--- src/sv/jes_pkg.sv ---
`default_nettype none
package jes_pkg;
    localparam int unsigned CordicSteps = 24;
    localparam int unsigned FracBits = 20;
    localparam int unsigned SweepMax = 64;
    localparam int unsigned QueueDepth = 4;
    localparam logic [63:0] InvGainQ30 = 64'd652032874;
    localparam logic [63:0] NormLimit = 64'd1 << 40;
    localparam logic [63:0] Pi4Q30 = 64'd843314857;

    localparam logic [0:0] RegSweep = 1'b0;
    localparam logic [0:0] RegTol = 1'b1;

    typedef struct packed {
        logic [2:0]  index;
        logic [31:0] value;
        logic        last;
    } t_word;

    function automatic logic [63:0] atan_q30(input logic [4:0] i);
        logic [63:0] v;
        unique case (i)
            5'd0: v = 64'd843314857;
            5'd1: v = 64'd497837829;
            5'd2: v = 64'd263043837;
            5'd3: v = 64'd133525159;
            5'd4: v = 64'd67021687;
            5'd5: v = 64'd33543516;
            5'd6: v = 64'd16775851;
            5'd7: v = 64'd8388437;
            5'd8: v = 64'd4194283;
            5'd9: v = 64'd2097149;
            5'd31: v = 64'd0;
            default: v = 64'd1 << (5'd30 - i);
        endcase
        return v;
    endfunction

    function automatic logic signed [31:0] sat32(input logic signed [63:0] v);
        logic signed [31:0] r;
        if (v > 64'sd2147483647) r = 32'sh7fffffff;
        else if (v < -64'sd2147483648) r = 32'sh80000000;
        else r = v[31:0];
        return r;
    endfunction
endpackage
`default_nettype wire

--- src/sv/jes_front.sv ---
`default_nettype none
// input word queue between the port and the rotation engine
module jes_front #(
    parameter int unsigned DEPTH = jes_pkg::QueueDepth
) (
    input  wire              i_clk,
    input  wire              i_rst_n,
    input  wire              i_push,
    input  jes_pkg::t_word   i_word,
    output logic             o_full,
    output logic             o_valid,
    output jes_pkg::t_word   o_word,
    input  wire              i_take
);
    localparam int unsigned AW = (DEPTH > 1) ? $clog2(DEPTH) : 1;
    jes_pkg::t_word r_mem [DEPTH];
    logic [AW-1:0] r_wp, r_rp;
    logic [AW:0]   r_cnt;
    logic do_push, do_pop;

    assign o_full  = (r_cnt == (AW+1)'(DEPTH));
    assign o_valid = (r_cnt != '0);
    assign o_word  = r_mem[r_rp];
    assign do_push = i_push && !o_full;
    assign do_pop  = i_take && o_valid;

    always_ff @(posedge i_clk) begin
        if (do_push) r_mem[r_wp] <= i_word;
    end

    always_ff @(posedge i_clk) begin
        if (!i_rst_n) begin
            r_wp <= '0;
            r_rp <= '0;
            r_cnt <= '0;
        end else begin
            if (do_push) r_wp <= (r_wp == AW'(DEPTH-1)) ? '0 : r_wp + 1'b1;
            if (do_pop)  r_rp <= (r_rp == AW'(DEPTH-1)) ? '0 : r_rp + 1'b1;
            r_cnt <= r_cnt + (AW+1)'(do_push) - (AW+1)'(do_pop);
        end
    end

    assert property (@(posedge i_clk) disable iff (!i_rst_n)
        r_cnt <= (AW+1)'(DEPTH)) else $error("queue count overflow");
    assert property (@(posedge i_clk) disable iff (!i_rst_n)
        o_full |=> !($past(do_push) && !$past(do_pop) && r_cnt == '0))
        else $error("push while full");
    assert property (@(posedge i_clk) disable iff (!i_rst_n)
        (do_pop && !do_push) |=> r_cnt == $past(r_cnt) - 1'b1)
        else $error("pop count");
endmodule
`default_nettype wire

--- config.mk ---
export PLATFORM = sky130hd
export DESIGN_NAME = jes_front
export DESIGN_NICKNAME = d
export VERILOG_FILES = /design/src/sv/jes_pkg.sv /design/src/sv/jes_front.sv
export SDC_FILE = /design/constraint.sdc
export NUM_CORES = 1
export LEC_CHECK = 0
export ABC_CLOCK_PERIOD_IN_PS = 2310
export BUFFER_PORTS_ARGS = -buffer_cell sky130_fd_sc_hd__buf_2
export CAP_MARGIN = 10
export CORE_UTILIZATION = 35
export CTS_CLUSTER_DIAMETER = 40
export DETAILED_ROUTE_END_ITERATION = 8
export PLACE_DENSITY_LB_ADDON = 0.1
export SETUP_SLACK_MARGIN = 0.5
export SLEW_MARGIN = 20
export SYNTH_ARGS = -nofsm -noshare
export SYNTH_HDL_FRONTEND = slang
export SYNTH_SLANG_ARGS = --single-unit
--- constraint.sdc ---
create_clock -name i_clk -period 2.31 [get_ports i_clk]
set_clock_uncertainty 0.05 [all_clocks]
set_input_delay 0.3465 -clock i_clk [delete_from_list [all_inputs] [get_ports i_clk]]
set_output_delay 0.3465 -clock i_clk [all_outputs]
set_load 0.1 [all_outputs]
Word level (Yosys, flattened, before mapping)
Memory sizes are Yosys's and may differ from the RTL's. A register that Yosys moved wholly into a read port is not among the register bits. Cells that the tools add are included.

Add/subtract/negate cells: 4. Eq/ne operators: 3. Muxes and demuxes: 6. Reduce and logical (&&, ||, !) cells: 4.

Operator list (number): 2-bit two-way mux (4); 2-bit by 1-bit adder with 2-bit output (second input constant) (2); 2-bit equality test (second input constant) (2); 3-bit by 1-bit adder with 3-bit output (1); 3-bit equality test (second input constant) (1); 3-bit nonzero test (1); 3-bit by 1-bit subtractor with 3-bit output (1); 1-bit logical AND (2); 1-bit two-way mux (2); 1-bit logical NOT (1).

Bits in registers: 7. Bits in writable memories: 144. Bits of input ports: 40. Word-level logic and storage cells: 21. Memories: 1.

Memories: r_mem (depth 4, width 36, read ports 1, clocked after Yosys merged registers in 1, write ports 1, line jes_front.sv:16) `jes_pkg::t_word r_mem [DEPTH];`.

Logic depth before layout (Yosys ltp)
Depth in word-level cells: 5. Mapped depth: 12.

Least setup slack after synthesis
OpenSTA, ideal clock, no wires.

Path kind: register -> register. Start point: reg r_cnt[1]. End point: reg r_cnt[2]. Arrival: 3146 ps. Data required time: 2145 ps. Setup slack: -1001 ps. Stages on the path, launching flop included: 13. Clock period less this slack: 3311 ps. Cells stage by stage: dfxtp_1 nor3b_2 nor2b_1 buf_2 inv_1 ha_1 inv_1 ha_1 inv_1 fa_1 xnor2_1 xnor2_1 and2_1.

Cells in the longest elaborated chain, start to end: 5. Elaborated cells on any way between the ends: 7. Classes of those cells: add/sub: 2; eq/ne: 1; reduce/logical: 4.

RTL lines: start, declared (line jes_front.sv:18) `logic [AW:0] r_cnt;`; start signal, assigned (line jes_front.sv:39) `r_cnt <= r_cnt + (AW+1)'(do_push) - (AW+1)'(do_pop);`; 3-bit equality test (line jes_front.sv:21) `assign o_full = (r_cnt == (AW+1)'(DEPTH));`; via o_full (line jes_front.sv:10) `output logic o_full,`; 1-bit logical NOT (line jes_front.sv:24) `assign do_push = i_push && !o_full;`; 1-bit logical AND (line jes_front.sv:24); 3-bit by 1-bit adder with 3-bit output (line jes_front.sv:39); 3-bit by 1-bit subtractor with 3-bit output (line jes_front.sv:39).

The timed path passes the listed nets, and every way through them passes these cells. A chain may end at the register's enable or synchronous reset.

==> metrics.md <==
| Metric | Value |
|---|---|
| Multi-input gate area in the final layout | 1160 µm² |
| Fin Hold WS | 0.0925 ns |
| DRT Wirelength | 11.9 mm |
| Gate power share | 42.5% |
| Simple-gate share of the synthesized area | 1.90% |
| CP Launch Type | register |
| Seq. cell area | 4520 µm² |
| Fin. max-slew vios | 0 |
| Global-route wire length before repair | 15.8 mm |
| Buf/Inv on CP | 3 |
| Flops & latches, synth | around 150 |
| Die area | 16,900 µm² |
| LEAKAGE | 2.86 nW |
| Max incr delay on CP | 0.54 ns |
| Antenna Nets Post-Route | 0 |
| FMAX | 452 MHz |
| DRC | 0 |
| Die Y | 130 µm |
| Synth unique cells | 23 |
| Worst R2R Setup Slack | approximately 0.25 ns |
| Delay-heaviest family, CP | multiplexers |
| CP Max Fanout | 8 |
| Largest family of logic cells by synthesized area | multiplexers |
| Crit Path Category | reg2out |
| Vias per cell | 4.63 |
| Per-cell routed wire length | around 19 µm |
| Sequential fraction of the synthesis area | 78.6% |
| Vias in the first global route | 2,883 |
| Die X | 130 µm |
| Setup violators final | 0 |
| Hold WC Path Type | in2reg |
| Max-cap violations | 0 |
| Total nets after synthesis | 288 |
| H-tree level count | 4 |
| Internal power | 0.00687 W |
| Total track usage | 13.4% |
| DP HPWL | 6.18 mm |
| Layout cell share with drive strength beyond 1 | between 50% and 60% |
| Worst Setup Slack post-DPL | 0.122 ns |
| Crit-path cells | buf_12, buf_16, mux4_2, buf_12 |
| Tcrit/Tclk final | 95.8% |
| DR pass1 iterations | 4 |
| Final Hold Fails | 0 |
| P_sw | 0.00414 W |
| Final worst slack | approximately 0.096 ns |
| Worst slew margin | approximately four fifths |
| Pwr Density | 1350 nW/µm² |
| Required @ worst endpoint | 1.91 ns |
| Crit end category | primary output |
| Most used cell, CP | buf_12 |
| Yosys warns | 0 |
| Final nets | 430 |
| Measured slew at the worst slew-check pin | 0.317 ns |
| Sequential share of power | 31.9% |
| # clock sinks | ~150 |
| Max Buffers Root-to-Sink | 2 |
| Top Ports | 78 |
| Largest net degree at the start of global routing | 23 |
| Clock slew seen by the registers of the worst setup and hold paths | 0.06 ns |
| Slowest cell on crit path | mux4_2 |
| Min cycle time layout | 2.21 ns |
| Status | complete, no violations |
| Starting Density | around 36% |
| DP Area | between 6000 and 7000 µm² |
| Core Footprint | 15,900 µm² |
| Mean area per synthesized cell | 23.9 µm² |
| CTS Buf Count | 17 |
| DRT iter0 DRCs | 123 |
| Worst-Skew Late Latency | 0.41 ns |
| Sw Share | 37.6% |
| Worst VDD drop | around 0.00075 V |
| Most frequent cells in the layout | edfxtp_1 (144), buf_6 (44), buf_2 (39), mux4_2 (36), clkbuf_16 (30) |
| Finished Cell Area | 8160 µm² |
| Worst Path Arrival | 1.82 ns |
| Area added between synthesis and finish | 42.3% |
| Hold-fix buffer count after cts | 0 |
| GRT overflow | 0 |
| Commonest non-fill, non-tap cell in the layout | edfxtp_1 |
| RSZ-0062 raised after global routing | true |
| Proportion of synthesized area in mux cells | 14.9% |
| Via count | around 2,800 |
| Mapped Cells | 240 |
| Routability Congestion | 0.657 |
| Clock share of power | 25.6% |
| Compound-cell area share of the yosys netlist | 0.306% |
| Mapped Area | 5730 µm² |
| Initial antenna violation count | 1 |
| Post-Synth Adder-Cell Area | 1.88% |
| Post-Synth XOR/XNOR Area | 0.306% |
| Clk root buf | clkbuf_16 |
| Input/output buffers | between 70 and 80 |
| Row cnt | 46 |
| Fill count | 1,310 |
| CTS tree | built |
## power by group through the flow
stage | registers, W | logic (W) | clock network (W)
2_1_floorplan | 0.00352 | 0.00306 | 0
3_3_place_gp | 0.00354 | 0.00359 | 0
3_5_place_dp | 0.00355 | 0.00360 | 0
4_1_cts | 0.00352 | 0.00427 | 0.00288
5_1_grt | 0.00354 | 0.00488 | 0.00298
6_report | 0.00351 | 0.00468 | 0.00281
## timing repair
action / in CTS / in global routing
resized for setup: 90 / 44
gates cloned: 2 / 18
setup buffers: 9 / 13
endpoints found under the setup margin: 40 / 183
pin swaps: 4 / 6
## worst reg2reg max path, stage by stage, from the launching register on
cell     delay [ns]
dfxtp_4        0.37
o31ai_4        0.27
inv_2          0.07
ha_4           0.24
inv_2          0.06
ha_4           0.12
inv_2          0.03
fa_2           0.34
xnor2_2        0.15
xnor2_1        0.12
and2_1         0.14
## cell usage after synthesis, drive strengths merged
cell type | count | area share (%)
and2 | 6 | 0.65
buf | 8 | 1.6
clkbuf | 2 | 0.15
dfxtp | 9 | 3.1
edfxtp | 144 | 75
fa | 1 | 0.35
ha | 7 | 1.5
inv | 6 | 0.39
mux2i | 2 | 0.35
mux4 | 36 | 15
nand2 | 6 | 0.39
nand3 | 2 | 0.17
nor2 | 2 | 0.13
nor2b | 2 | 0.22
nor3b | 1 | 0.22
o21ai | 2 | 0.17
o31ai | 1 | 0.13
or3 | 1 | 0.11
xnor2 | 2 | 0.31
## logic make-up (layout without fill, tap and decap cells)
group,after synthesis,after routing
fa+ha+maj,8,8
simple gates,20,21
xor+xnor,2,2
flops,153,153
buf+inv,16,169
other cells,0,1
compound gates,3,3
mux,38,38
## state kept, by name, indices dropped and copies added, names as in the netlist, named ones only
signal / flops
r_rp: 2
r_mem: 144
r_cnt: 3
r_wp: 2
## layout make-up
type,count,share of cell area [%]
Tap cell,216,3.31
Clock inverter,14,2.22
Sequential cell,153,55.4
Multi-Input combinational cell,72,14.2
Inverter,6,0.276
Clock buffer,17,5.22
Timing Repair Buffer,132,19.3
Antenna cell,1,0.0307
## through the flow
stage	instances	total power [W]	TNS (ns)	utilization, %
final	611	0.0110	0	51.2
after global routing	610	0.0114	0	51.1
after CTS	579	0.0107	0	46.9
after detailed placement	537	0.00716	0	40.3
after global placement	537	0.00713	0	40.3
after floorplan	240	0.00657	-0.858	-
## path summary, 6_finish.rpt
path,start,end,cells after the start
max reg2reg,r_cnt[1]$_SDFF_PN0_,r_cnt[2]$_SDFF_PN0_,10
min reg2reg,r_wp[1]$_SDFFE_PN0P_,r_wp[1]$_SDFFE_PN0P_,2
min,i_word[12],r_mem[2][12]$_DFFE_PP_,1
max,register,o_word[15],4
## routing by layer
| metal | GRT usage [%] | vias to the layer above | wire [µm] |
|---|---|---|---|
| li1 | - | 1283 | - |
| met1 | 16.2 | 1472 | 5190 |
| met2 | 22.2 | 65 | 6000 |
| met3 | 4.67 | 11 | 508 |
| met4 | 5.34 | 0 | 161 |
| met5 | 0 | - | 0 |
(Power assumes the default switching activity.)
